<file path="src/rtl/cts_pkg.sv">
package cts_pkg;

  // Default sizing of the slot table
  localparam int TASK_SLOTS_DEF   = 16;
  localparam int PENDING_BITS_DEF = 8;

  // Most tasks named by one dispatch
  localparam int MAX_RESULTS = 16;

  // Field widths of the channels
  localparam int OP_W     = 2;
  localparam int TAG_W    = 8;
  localparam int TIME_W   = 32;
  localparam int SLOTNO_W = 4;

  // Operation codes on the input channel
  typedef enum logic [OP_W-1:0] {
    OP_TICK     = 2'd0,
    OP_ADD      = 2'd1,
    OP_DELETE   = 2'd2,
    OP_DISPATCH = 2'd3
  } opcode_t;

  // Kind of slot update applied by the update unit
  typedef enum logic {
    UPD_TICK     = 1'b0,
    UPD_DISPATCH = 1'b1
  } upd_op_t;

  // Status of a slot update, back to the sequencer
  typedef struct packed {
    logic pend_nz;    // pending count nonzero after the update
    logic free_slot;  // one-shot task ran, release the slot
  } upd_stat_t;

endpackage

</file>
<file path="src/rtl/cts_chan_if.sv">
interface cts_in_if
  import cts_pkg::*;
();
  logic                valid;
  logic                ready;
  logic [OP_W-1:0]     opcode;
  logic [TAG_W-1:0]    task_tag;
  logic [TIME_W-1:0]   first_delay;
  logic [TIME_W-1:0]   repeat_period;
  logic [SLOTNO_W-1:0] slot_number;

  modport source (output valid, opcode, task_tag, first_delay, repeat_period, slot_number,
                  input ready);
  modport sink   (input valid, opcode, task_tag, first_delay, repeat_period, slot_number,
                  output ready);
endinterface

interface cts_out_if
  import cts_pkg::*;
();
  logic                valid;
  logic                ready;
  logic                status;
  logic [SLOTNO_W-1:0] slot_used;
  logic [TAG_W-1:0]    run_tag;
  logic                run_valid;
  logic                last;

  modport source (output valid, status, slot_used, run_tag, run_valid, last,
                  input ready);
  modport sink   (input valid, status, slot_used, run_tag, run_valid, last,
                  output ready);
endinterface

</file>
<file path="src/rtl/cts_ram.sv">
module cts_ram #(
  parameter int WIDTH = 8,
  parameter int DEPTH = 16
) (
  input  logic                                       clk,
  input  logic                                       we,
  input  logic [((DEPTH > 1) ? $clog2(DEPTH) : 1)-1:0] waddr,
  input  logic [WIDTH-1:0]                           wdata,
  input  logic                                       re,
  input  logic [((DEPTH > 1) ? $clog2(DEPTH) : 1)-1:0] raddr,
  output logic [WIDTH-1:0]                           rdata
);

  logic [WIDTH-1:0] mem [DEPTH];

  // Write port, registered read port
  always_ff @(posedge clk) begin
    if (we) begin
      mem[waddr] <= wdata;
    end
    if (re) begin
      rdata <= mem[raddr];
    end
  end

endmodule

</file>
<file path="src/rtl/cts_upd.sv">
module cts_upd
  import cts_pkg::*;
#(
  parameter int PENDING_BITS = PENDING_BITS_DEF
) (
  input  upd_op_t                 op,
  input  logic [TIME_W-1:0]       delay,
  input  logic [TIME_W-1:0]       period,
  input  logic [PENDING_BITS-1:0] pend,
  output logic [TIME_W-1:0]       delay_nxt,
  output logic [PENDING_BITS-1:0] pend_nxt,
  output upd_stat_t               stat
);

  logic pend_max;

  assign pend_max = &pend;

  // Count down or reload the delay, bump or consume pending runs
  always_comb begin
    delay_nxt      = delay;
    pend_nxt       = pend;
    stat.free_slot = 1'b0;
    unique case (op)
      UPD_TICK: begin
        if (delay == '0) begin
          if (!pend_max) begin
            pend_nxt = pend + PENDING_BITS'(1);
          end
          if (period != '0) begin
            delay_nxt = period;
          end
        end else begin
          delay_nxt = delay - TIME_W'(1);
        end
      end
      UPD_DISPATCH: begin
        pend_nxt       = pend - PENDING_BITS'(1);
        stat.free_slot = (period == '0);
      end
      default: begin
        pend_nxt = pend;
      end
    endcase
    stat.pend_nz = (pend_nxt != '0);
  end

endmodule

</file>
<file path="src/rtl/cooperative_task_scheduler.sv">
// Time-triggered cooperative scheduler over a table of TASK_SLOTS slots whose records
// (tag, delay, period, pending count) sit in one single-port-write, single-port-read RAM;
// valid and ready-to-run marks per slot are flip-flops cleared by reset, so no clearing
// pass runs after reset. One item is worked at a time and is accepted only while the
// sequencer is idle; a result may still wait in the output register meanwhile. Add and
// delete each pass through one result state. Tick streams every slot through the RAM
// read port and writes each valid slot back in the following cycle. Dispatch scans
// one slot a cycle while none is named; each slot it names takes an extra state that
// waits for the result register, at most MAX_RESULTS tasks per dispatch. A stalled
// result register adds its wait.
module cooperative_task_scheduler
  import cts_pkg::*;
#(
  parameter int TASK_SLOTS   = TASK_SLOTS_DEF,
  parameter int PENDING_BITS = PENDING_BITS_DEF
) (
  input  logic      clk,
  input  logic      rst_n,
  cts_in_if.sink    in_chan,
  cts_out_if.source out_chan
);

  localparam int SLOT_W = (TASK_SLOTS > 1) ? $clog2(TASK_SLOTS) : 1;
  localparam int REC_W  = TAG_W + 2 * TIME_W + PENDING_BITS;
  localparam int CNT_W  = $clog2(MAX_RESULTS + 1);

  typedef enum logic [5:0] {
    S_IDLE   = 6'b000001,
    S_TICK   = 6'b000010,
    S_SINGLE = 6'b000100,
    S_DSCAN  = 6'b001000,
    S_DEMIT  = 6'b010000,
    S_DFIN   = 6'b100000
  } state_t;

  // Control registers
  state_t            state_r, state_nxt;
  logic [SLOT_W:0]   cur_r, cur_nxt;
  logic              rd_pend_r, rd_pend_nxt;
  logic [SLOT_W-1:0] rd_slot_r, rd_slot_nxt;
  logic [CNT_W-1:0]  cnt_r, cnt_nxt;
  logic [TASK_SLOTS-1:0] valid_r, valid_nxt;
  logic [TASK_SLOTS-1:0] ready_r, ready_nxt;
  logic              out_valid_r, out_valid_nxt;

  // Payload registers
  opcode_t             op_r;
  logic [TAG_W-1:0]    tag_r;
  logic [TIME_W-1:0]   delay_in_r;
  logic [TIME_W-1:0]   period_in_r;
  logic [SLOTNO_W-1:0] slotn_r;
  logic                out_status_r, out_status_nxt;
  logic [SLOTNO_W-1:0] out_slot_r, out_slot_nxt;
  logic [TAG_W-1:0]    out_tag_r, out_tag_nxt;
  logic                out_run_r, out_run_nxt;
  logic                out_last_r, out_last_nxt;

  // Memory port
  logic              mem_we, mem_re;
  logic [SLOT_W-1:0] mem_waddr, mem_raddr;
  logic [REC_W-1:0]  mem_wdata, mem_rdata;

  // Record fields read back
  logic [TAG_W-1:0]        rd_tag;
  logic [TIME_W-1:0]       rd_delay, rd_period;
  logic [PENDING_BITS-1:0] rd_pend;

  // Update unit
  upd_op_t                 upd_op;
  logic [TIME_W-1:0]       upd_delay;
  logic [PENDING_BITS-1:0] upd_pend;
  upd_stat_t               upd_stat;

  // Misc decode
  logic                     in_fire, out_free, load_out;
  logic                     cur_done;
  logic [SLOT_W-1:0]        cur_idx;
  logic [SLOT_W+SLOTNO_W-1:0] cur_ext, free_ext, del_ext;
  logic [SLOT_W-1:0]        free_idx, del_idx;
  logic                     free_found, del_in_range;
  logic [TASK_SLOTS-1:0]    above_mask;
  logic                     disp_last;

  assign in_fire  = in_chan.valid && in_chan.ready;
  assign out_free = !out_valid_r || out_chan.ready;
  assign cur_done = (cur_r == (SLOT_W+1)'(TASK_SLOTS));
  assign cur_idx  = cur_r[SLOT_W-1:0];

  assign rd_tag    = mem_rdata[REC_W-1 -: TAG_W];
  assign rd_delay  = mem_rdata[REC_W-TAG_W-1 -: TIME_W];
  assign rd_period = mem_rdata[PENDING_BITS +: TIME_W];
  assign rd_pend   = mem_rdata[PENDING_BITS-1:0];

  assign cur_ext      = {{SLOTNO_W{1'b0}}, cur_idx};
  assign free_ext     = {{SLOTNO_W{1'b0}}, free_idx};
  assign del_ext      = {{SLOT_W{1'b0}}, slotn_r};
  assign del_idx      = del_ext[SLOT_W-1:0];
  assign del_in_range = (del_ext < (SLOT_W+SLOTNO_W)'(TASK_SLOTS));

  cts_ram #(
    .WIDTH (REC_W),
    .DEPTH (TASK_SLOTS)
  ) u_ram (
    .clk   (clk),
    .we    (mem_we),
    .waddr (mem_waddr),
    .wdata (mem_wdata),
    .re    (mem_re),
    .raddr (mem_raddr),
    .rdata (mem_rdata)
  );

  cts_upd #(
    .PENDING_BITS (PENDING_BITS)
  ) u_upd (
    .op        (upd_op),
    .delay     (rd_delay),
    .period    (rd_period),
    .pend      (rd_pend),
    .delay_nxt (upd_delay),
    .pend_nxt  (upd_pend),
    .stat      (upd_stat)
  );

  // Find the lowest free slot
  always_comb begin
    free_idx   = '0;
    free_found = 1'b0;
    for (int i = TASK_SLOTS - 1; i >= 0; i--) begin
      if (!valid_r[i]) begin
        free_idx   = SLOT_W'(i);
        free_found = 1'b1;
      end
    end
  end

  // Mark slots above the scan cursor, to spot the final run of a dispatch
  always_comb begin
    for (int i = 0; i < TASK_SLOTS; i++) begin
      above_mask[i] = (SLOT_W'(i) > cur_idx);
    end
  end

  assign disp_last = (cnt_r == CNT_W'(MAX_RESULTS - 1)) || !(|(ready_r & above_mask));

  // Sequencer
  always_comb begin
    state_nxt   = state_r;
    cur_nxt     = cur_r;
    rd_pend_nxt = rd_pend_r;
    rd_slot_nxt = rd_slot_r;
    cnt_nxt     = cnt_r;
    valid_nxt   = valid_r;
    ready_nxt   = ready_r;
    mem_we      = 1'b0;
    mem_waddr   = '0;
    mem_wdata   = '0;
    mem_re      = 1'b0;
    mem_raddr   = '0;
    upd_op      = UPD_TICK;
    load_out       = 1'b0;
    out_status_nxt = 1'b0;
    out_slot_nxt   = '0;
    out_tag_nxt    = '0;
    out_run_nxt    = 1'b0;
    out_last_nxt   = 1'b1;

    unique case (state_r)
      S_IDLE: begin
        cur_nxt     = '0;
        cnt_nxt     = '0;
        rd_pend_nxt = 1'b0;
        if (in_fire) begin
          unique case (opcode_t'(in_chan.opcode))
            OP_TICK:     state_nxt = S_TICK;
            OP_ADD:      state_nxt = S_SINGLE;
            OP_DELETE:   state_nxt = S_SINGLE;
            OP_DISPATCH: state_nxt = S_DSCAN;
            default:     state_nxt = S_IDLE;
          endcase
        end
      end

      // Stream reads; write back the valid slot read in the previous cycle
      S_TICK: begin
        upd_op = UPD_TICK;
        if (!cur_done) begin
          mem_re      = 1'b1;
          mem_raddr   = cur_idx;
          cur_nxt     = cur_r + (SLOT_W+1)'(1);
          rd_pend_nxt = 1'b1;
          rd_slot_nxt = cur_idx;
        end else begin
          rd_pend_nxt = 1'b0;
        end
        if (rd_pend_r && valid_r[rd_slot_r]) begin
          mem_we               = 1'b1;
          mem_waddr            = rd_slot_r;
          mem_wdata            = {rd_tag, upd_delay, rd_period, upd_pend};
          ready_nxt[rd_slot_r] = upd_stat.pend_nz;
        end
        if (cur_done && !rd_pend_r) begin
          state_nxt = S_SINGLE;
        end
      end

      // Single-beat result: add, delete, or end of tick
      S_SINGLE: begin
        if (out_free) begin
          load_out  = 1'b1;
          state_nxt = S_IDLE;
          case (op_r)
            OP_ADD: begin
              if (free_found) begin
                mem_we              = 1'b1;
                mem_waddr           = free_idx;
                mem_wdata           = {tag_r, delay_in_r, period_in_r, {PENDING_BITS{1'b0}}};
                valid_nxt[free_idx] = 1'b1;
                ready_nxt[free_idx] = 1'b0;
                out_slot_nxt        = free_ext[SLOTNO_W-1:0];
              end else begin
                out_status_nxt = 1'b1;
              end
            end
            OP_DELETE: begin
              out_slot_nxt = slotn_r;
              if (del_in_range) begin
                valid_nxt[del_idx] = 1'b0;
                ready_nxt[del_idx] = 1'b0;
              end
            end
            default: begin
              out_slot_nxt = '0;
            end
          endcase
        end
      end

      // Skip idle slots, fetch the next one with pending runs
      S_DSCAN: begin
        if (cur_done || (cnt_r == CNT_W'(MAX_RESULTS))) begin
          state_nxt = S_DFIN;
        end else if (ready_r[cur_idx]) begin
          mem_re    = 1'b1;
          mem_raddr = cur_idx;
          state_nxt = S_DEMIT;
        end else begin
          cur_nxt = cur_r + (SLOT_W+1)'(1);
        end
      end

      // Name the task, consume one run, free a one-shot slot
      S_DEMIT: begin
        upd_op = UPD_DISPATCH;
        if (out_free) begin
          load_out     = 1'b1;
          out_slot_nxt = cur_ext[SLOTNO_W-1:0];
          out_tag_nxt  = rd_tag;
          out_run_nxt  = 1'b1;
          out_last_nxt = disp_last;
          mem_we       = 1'b1;
          mem_waddr    = cur_idx;
          mem_wdata    = {rd_tag, rd_delay, rd_period, upd_pend};
          if (upd_stat.free_slot) begin
            valid_nxt[cur_idx] = 1'b0;
            ready_nxt[cur_idx] = 1'b0;
          end else begin
            ready_nxt[cur_idx] = upd_stat.pend_nz;
          end
          cnt_nxt   = cnt_r + CNT_W'(1);
          cur_nxt   = cur_r + (SLOT_W+1)'(1);
          state_nxt = S_DSCAN;
        end
      end

      // End of dispatch: send the empty result when nothing was named
      S_DFIN: begin
        if (cnt_r != '0) begin
          state_nxt = S_IDLE;
        end else if (out_free) begin
          load_out  = 1'b1;
          state_nxt = S_IDLE;
        end
      end

      default: begin
        state_nxt = S_IDLE;
      end
    endcase
  end

  // Hold the result until the beat is taken
  always_comb begin
    out_valid_nxt = out_valid_r && !out_chan.ready;
    if (load_out) begin
      out_valid_nxt = 1'b1;
    end
  end

  // Control state
  always_ff @(posedge clk) begin
    if (!rst_n) begin
      state_r     <= S_IDLE;
      cur_r       <= '0;
      rd_pend_r   <= 1'b0;
      rd_slot_r   <= '0;
      cnt_r       <= '0;
      valid_r     <= '0;
      ready_r     <= '0;
      out_valid_r <= 1'b0;
    end else begin
      state_r     <= state_nxt;
      cur_r       <= cur_nxt;
      rd_pend_r   <= rd_pend_nxt;
      rd_slot_r   <= rd_slot_nxt;
      cnt_r       <= cnt_nxt;
      valid_r     <= valid_nxt;
      ready_r     <= ready_nxt;
      out_valid_r <= out_valid_nxt;
    end
  end

  // Capture the input beat and the result beat
  always_ff @(posedge clk) begin
    if (in_fire) begin
      op_r        <= opcode_t'(in_chan.opcode);
      tag_r       <= in_chan.task_tag;
      delay_in_r  <= in_chan.first_delay;
      period_in_r <= in_chan.repeat_period;
      slotn_r     <= in_chan.slot_number;
    end
    if (load_out) begin
      out_status_r <= out_status_nxt;
      out_slot_r   <= out_slot_nxt;
      out_tag_r    <= out_tag_nxt;
      out_run_r    <= out_run_nxt;
      out_last_r   <= out_last_nxt;
    end
  end

  assign in_chan.ready      = (state_r == S_IDLE);
  assign out_chan.valid     = out_valid_r;
  assign out_chan.status    = out_status_r;
  assign out_chan.slot_used = out_slot_r;
  assign out_chan.run_tag   = out_tag_r;
  assign out_chan.run_valid = out_run_r;
  assign out_chan.last      = out_last_r;

`ifndef SYNTHESIS
  a_ready_in_valid: assert property (@(posedge clk) disable iff (!rst_n)
    (ready_r & ~valid_r) == '0)
    else $error("slot marked ready while free");

  a_rw_split: assert property (@(posedge clk) disable iff (!rst_n)
    (mem_we && mem_re) |-> (mem_waddr != mem_raddr))
    else $error("read and write of the same slot in one cycle");

  a_cnt_cap: assert property (@(posedge clk) disable iff (!rst_n)
    cnt_r <= CNT_W'(MAX_RESULTS))
    else $error("dispatch named too many tasks");

  a_load_free: assert property (@(posedge clk) disable iff (!rst_n)
    load_out |-> out_free)
    else $error("result register overwritten before taken");
`endif

endmodule

</file>
<file path="src/flat_wrapper.sv">
// flat-port wrapper written by rule: the top's interface ports become plain ports
module cooperative_task_scheduler_flat import cts_pkg::*;
#(
  parameter int TASK_SLOTS   = TASK_SLOTS_DEF,
  parameter int PENDING_BITS = PENDING_BITS_DEF
)
  (clk, rst_n, in_chan_valid, in_chan_opcode, in_chan_task_tag, in_chan_first_delay, in_chan_repeat_period, in_chan_slot_number, in_chan_ready, out_chan_valid, out_chan_status, out_chan_slot_used, out_chan_run_tag, out_chan_run_valid, out_chan_last, out_chan_ready);
  cts_in_if in_chan_i ();
  cts_out_if out_chan_i ();
  input  logic clk;
  input  logic rst_n;
  input wire logic [$bits(in_chan_i.valid)-1:0] in_chan_valid;
  input wire logic [$bits(in_chan_i.opcode)-1:0] in_chan_opcode;
  input wire logic [$bits(in_chan_i.task_tag)-1:0] in_chan_task_tag;
  input wire logic [$bits(in_chan_i.first_delay)-1:0] in_chan_first_delay;
  input wire logic [$bits(in_chan_i.repeat_period)-1:0] in_chan_repeat_period;
  input wire logic [$bits(in_chan_i.slot_number)-1:0] in_chan_slot_number;
  output wire logic [$bits(in_chan_i.ready)-1:0] in_chan_ready;
  output wire logic [$bits(out_chan_i.valid)-1:0] out_chan_valid;
  output wire logic [$bits(out_chan_i.status)-1:0] out_chan_status;
  output wire logic [$bits(out_chan_i.slot_used)-1:0] out_chan_slot_used;
  output wire logic [$bits(out_chan_i.run_tag)-1:0] out_chan_run_tag;
  output wire logic [$bits(out_chan_i.run_valid)-1:0] out_chan_run_valid;
  output wire logic [$bits(out_chan_i.last)-1:0] out_chan_last;
  input wire logic [$bits(out_chan_i.ready)-1:0] out_chan_ready;
  assign in_chan_i.valid = in_chan_valid;
  assign in_chan_i.opcode = in_chan_opcode;
  assign in_chan_i.task_tag = in_chan_task_tag;
  assign in_chan_i.first_delay = in_chan_first_delay;
  assign in_chan_i.repeat_period = in_chan_repeat_period;
  assign in_chan_i.slot_number = in_chan_slot_number;
  assign in_chan_ready = in_chan_i.ready;
  assign out_chan_valid = out_chan_i.valid;
  assign out_chan_status = out_chan_i.status;
  assign out_chan_slot_used = out_chan_i.slot_used;
  assign out_chan_run_tag = out_chan_i.run_tag;
  assign out_chan_run_valid = out_chan_i.run_valid;
  assign out_chan_last = out_chan_i.last;
  assign out_chan_i.ready = out_chan_ready;
  cooperative_task_scheduler #(.TASK_SLOTS(TASK_SLOTS), .PENDING_BITS(PENDING_BITS)) u_core (.clk(clk), .rst_n(rst_n), .in_chan(in_chan_i), .out_chan(out_chan_i));
endmodule
</file>
<file path="config.mk">
export PLATFORM = sky130hd
export DESIGN_NAME = cooperative_task_scheduler_flat
export DESIGN_NICKNAME = d
export VERILOG_FILES = /design/src/rtl/cts_pkg.sv /design/src/rtl/cts_chan_if.sv /design/src/rtl/cts_ram.sv /design/src/rtl/cts_upd.sv /design/src/rtl/cooperative_task_scheduler.sv /design/src/flat_wrapper.sv
export SDC_FILE = /design/constraint.sdc
export NUM_CORES = 2
export LEC_CHECK = 0
export ABC_AREA = 0
export BUFFER_PORTS_ARGS = -buffer_cell sky130_fd_sc_hd__buf_4
export CAP_MARGIN = 10
export CORE_UTILIZATION = 55
export DETAILED_ROUTE_END_ITERATION = 7
export PLACE_DENSITY = 0.83
export SYNTH_ARGS = -nofsm -noshare
export SYNTH_HDL_FRONTEND = slang
export SYNTH_SLANG_ARGS = --single-unit
</file>
<file path="constraint.sdc">
create_clock -name clk -period 13.8 [get_ports clk]
set_input_delay 0.69 -clock clk [delete_from_list [all_inputs] [get_ports clk]]
set_output_delay 0.69 -clock clk [all_outputs]
set_load 0.01 [all_outputs]
</file>
==> results.sh <==
export IMPL_place_congestion=0.978
export IMPL_hp_class="input pin to flip-flop"
export IMPL_final_max_slew_violation_count=0
export IMPL_routed_wl_um=170000
export IMPL_synth_edf_count=1453
export IMPL_syn_area_um2=60900
export IMPL_whs_ns=0.103
export IMPL_post_cts_resized=0
export IMPL_grt_max_degree=162
export IMPL_maxSlewHeadroom_pct=11.4
export IMPL_required_ns=14.14
export IMPL_cp_depth=10
export IMPL_path_delay_family="simple AND/OR/NAND/NOR gates"
export IMPL_cts_setup_buffers=0
export IMPL_crit_top_cell="buf_4"
export IMPL_synth_area_leader_cell="edfxtp_1"
export IMPL_finalWorstSetupSlack_ns=7.39
export IMPL_layout_commonest_cell="edfxtp_1"
export IMPL_final_cell_mix="edfxtp_1, nand2_1, nand3_1"
export IMPL_dp_hpwl_um=91400
export IMPL_grt_overflow_total=0
export IMPL_clk_latency_ns=0.78
export IMPL_cp_buffers_inverters=3
export IMPL_numCtsBuffers=144
export IMPL_rsz0062_at_grt="no"
export IMPL_crit_fanout=56
export IMPL_rrSetupSlack_ns=7.39
export IMPL_seq_area_frac_synth_pct=73.4
export IMPL_slowest_delay_ns=0.94
export IMPL_hold_buffers=0
export IMPL_max_slew_worst_pin_slew_ns=1.33
export IMPL_regArea_um2=44700
export IMPL_nFillCells=7450
export IMPL_ir_drop_uv=142
export IMPL_max_freq_mhz=156
export IMPL_synth_ff_latch_count=1507
export IMPL_status="complete, no violations"
export IMPL_slowest_stage="buf_4"
export IMPL_final_min_clock_period_ns=6.41
export IMPL_end_kind="flip-flop"
export IMPL_power_per_cell_area_nw_per_um2=142
export IMPL_multiInputGateArea_um2=15300
export IMPL_syn_nets=4183
export IMPL_fp_dieH_um=335
export IMPL_cts_clk_slew_worst_paths_ns=0.06
export IMPL_drt_iter0_drc=6812
export IMPL_drv_cap=0
export IMPL_io_pins=99
export IMPL_placed_area_um2=63400
export IMPL_ant_nets=0
export IMPL_netlist_instances=4087
export IMPL_first_pass_iters=8
export IMPL_yosys_top_cells_area="edfxtp_1, mux4_2, nand2_1"
export IMPL_drive_above_1_share_pct=14.5
export IMPL_vias=39600
export IMPL_fin_area_um2=68000
export IMPL_cts_tree="done"
export IMPL_viasPerCell=6.88
export IMPL_remaining_drc_errors=0
export IMPL_setup_viol=0
export IMPL_ys_types=77
export IMPL_synth_top_area_share_pct=71.7
export IMPL_coreArea_um2=109000
export IMPL_yosysWarnings=0
export IMPL_initial_core_util_pct=55.7
export IMPL_tns_ns=0
export IMPL_port_buffers=98
export IMPL_die_x_um=335
export IMPL_hold_violations=0
export IMPL_diodes=0
export IMPL_async_reset_ff_share_pct=0
export IMPL_cts_sinks=1507
export IMPL_leakagePower_nw=22.7
export IMPL_rr_worst_depth=10
export IMPL_grt_usage_pct=30.2
export IMPL_die_area_um2=112000
export IMPL_worstSetupStartpointType="flip-flop"
export IMPL_rows=121
export IMPL_synth_flop_cell="edfxtp_1"
export IMPL_grt_pass1_wl_um=250000
export IMPL_crit_chain="nor4_2 -> and3b_1 -> nand2_1 -> nor2_4 -> buf_4 -> a222oi_1 -> nand2b_1 -> nor2_4 -> buf_4 -> buf_4"
export IMPL_dp_slack_ns=7.62
export IMPL_worstPathArrival_ns=6.75
export IMPL_syn2layout_area_growth_pct=11.7
export IMPL_fin_crit_sh_pct=46.4
export IMPL_path_class="flip-flop to flip-flop"
export IMPL_holdPathStages=1
export IMPL_route_detailed_wl_per_inst_um=29.5
export IMPL_first_global_vias=38700
export IMPL_fin_skew_ns=0.0561
export IMPL_cts_max_path_buffers=3
export IMPL_root_buffer="clkbuf_16"
export IMPL_nNetsFinal=4258
export IMPL_avgSynthCellArea_um2=14.9
export IMPL_antenna_found_initial=2
export IMPL_htree_levels=4
==> cells in the mapped netlist (13+ instances only) <==
master and number:
a211oi_1 16, a21oi_1 162, a221o_1 87, a22o_1 44
a22oi_1 65, a31oi_1 34, and3_1 32, buf_1 21
buf_2 13, clkbuf_1 224, dfxtp_1 54, edfxtp_1 1453
ha_1 14, inv_1 25, mux2_2 41, mux4_2 131
nand2_1 674, nand2b_1 13, nand3_1 216, nand4_1 17
nor2_1 117, nor3_1 39, nor4_1 26, o2111ai_1 16
o211ai_1 45, o21ai_0 208, o21ai_1 13, o221ai_1 48
o22ai_1 79, or3_1 13
==> per-stage QoR <==
step | std cells | total power, mW | utilization [%]
floorplan | 4087 | 5.62 | -
global placement | 5490 | 5.87 | 58.0
detailed placement | 5490 | 5.88 | 58.0
CTS | 5748 | 9.66 | 62.2
global route | 5750 | 9.88 | 62.2
finish | 5750 | 9.65 | 62.2
==> report_power, final <==
group,internal [mW],switching (mW)
Combinational,0.238,0.408
Clock,2.11,1.74
Sequential,5.06,0.0966
==> per-layer routing <==
layer / vias to the layer above / GRT usage [%] / wire length [µm]
met5: - / 0 / 13
met1: 19300 / 40.7 / 59900
met4: 2 / 13.7 / 8090
met3: 599 / 8.36 / 23800
li1: 16200 / - / -
met2: 3474 / 46.0 / 77700
==> registers in the layout, summed over array words and instances (netlist names), named ones only <==
register / flops
u_core.cnt_r: 5
u_core.op_r: 2
u_core.delay_in_r: 32
u_core.rd_pend_r: 1
u_core.out_chan.last: 1
u_core.u_ram.rdata: 80
u_core.tag_r: 8
u_core.u_ram.mem: 1280
u_core.out_chan.run_tag: 8
u_core.period_in_r: 32
u_core.cur_r: 5
u_core.out_chan.status: 1
u_core.out_chan.slot_used: 4
u_core.del_idx: 4
u_core.rd_slot_r: 4
u_core.out_chan.run_valid: 1
u_core.valid_r: 16
u_core.state_r: 6
u_core.out_chan.valid: 1
==> cells by family after synthesis <==
logic type                 after synthesis  synth area share (%)
xor gates and xnor gates                11                 0.158
DFF                                   1507                  73.4
and+or+nand+nor                       1209                  8.80
muxes                                  182                  5.77
buffers and inverters                  287                  1.80
AOI/OAI and AO/OA                      877                  9.76
adders and majority gates               14                 0.288
==> path summary, 6_finish.rpt <==
path                                 from                       end
hold / removal    in_chan_first_delay[14]     u_core.delay_in_r[14]
setup / recovery        u_core.state_r[0]  u_core.u_ram.mem[14][72]
setup reg to reg        u_core.state_r[0]  u_core.u_ram.mem[14][72]
hold reg to reg           u_core.cnt_r[1]           u_core.cnt_r[1]
==> cell type report <==
cell class | instances | area share, %
Inverter | 29 | 0.171
Tap cell | 1476 | 2.72
Timing Repair Buffer | 187 | 2.10
Clock buffer | 178 | 5.53
Multi-Input combinational cell | 2293 | 22.6
Clock inverter | 80 | 1.14
Sequential cell | 1507 | 65.8
Note: power is estimated with default switching activity, not from simulation.
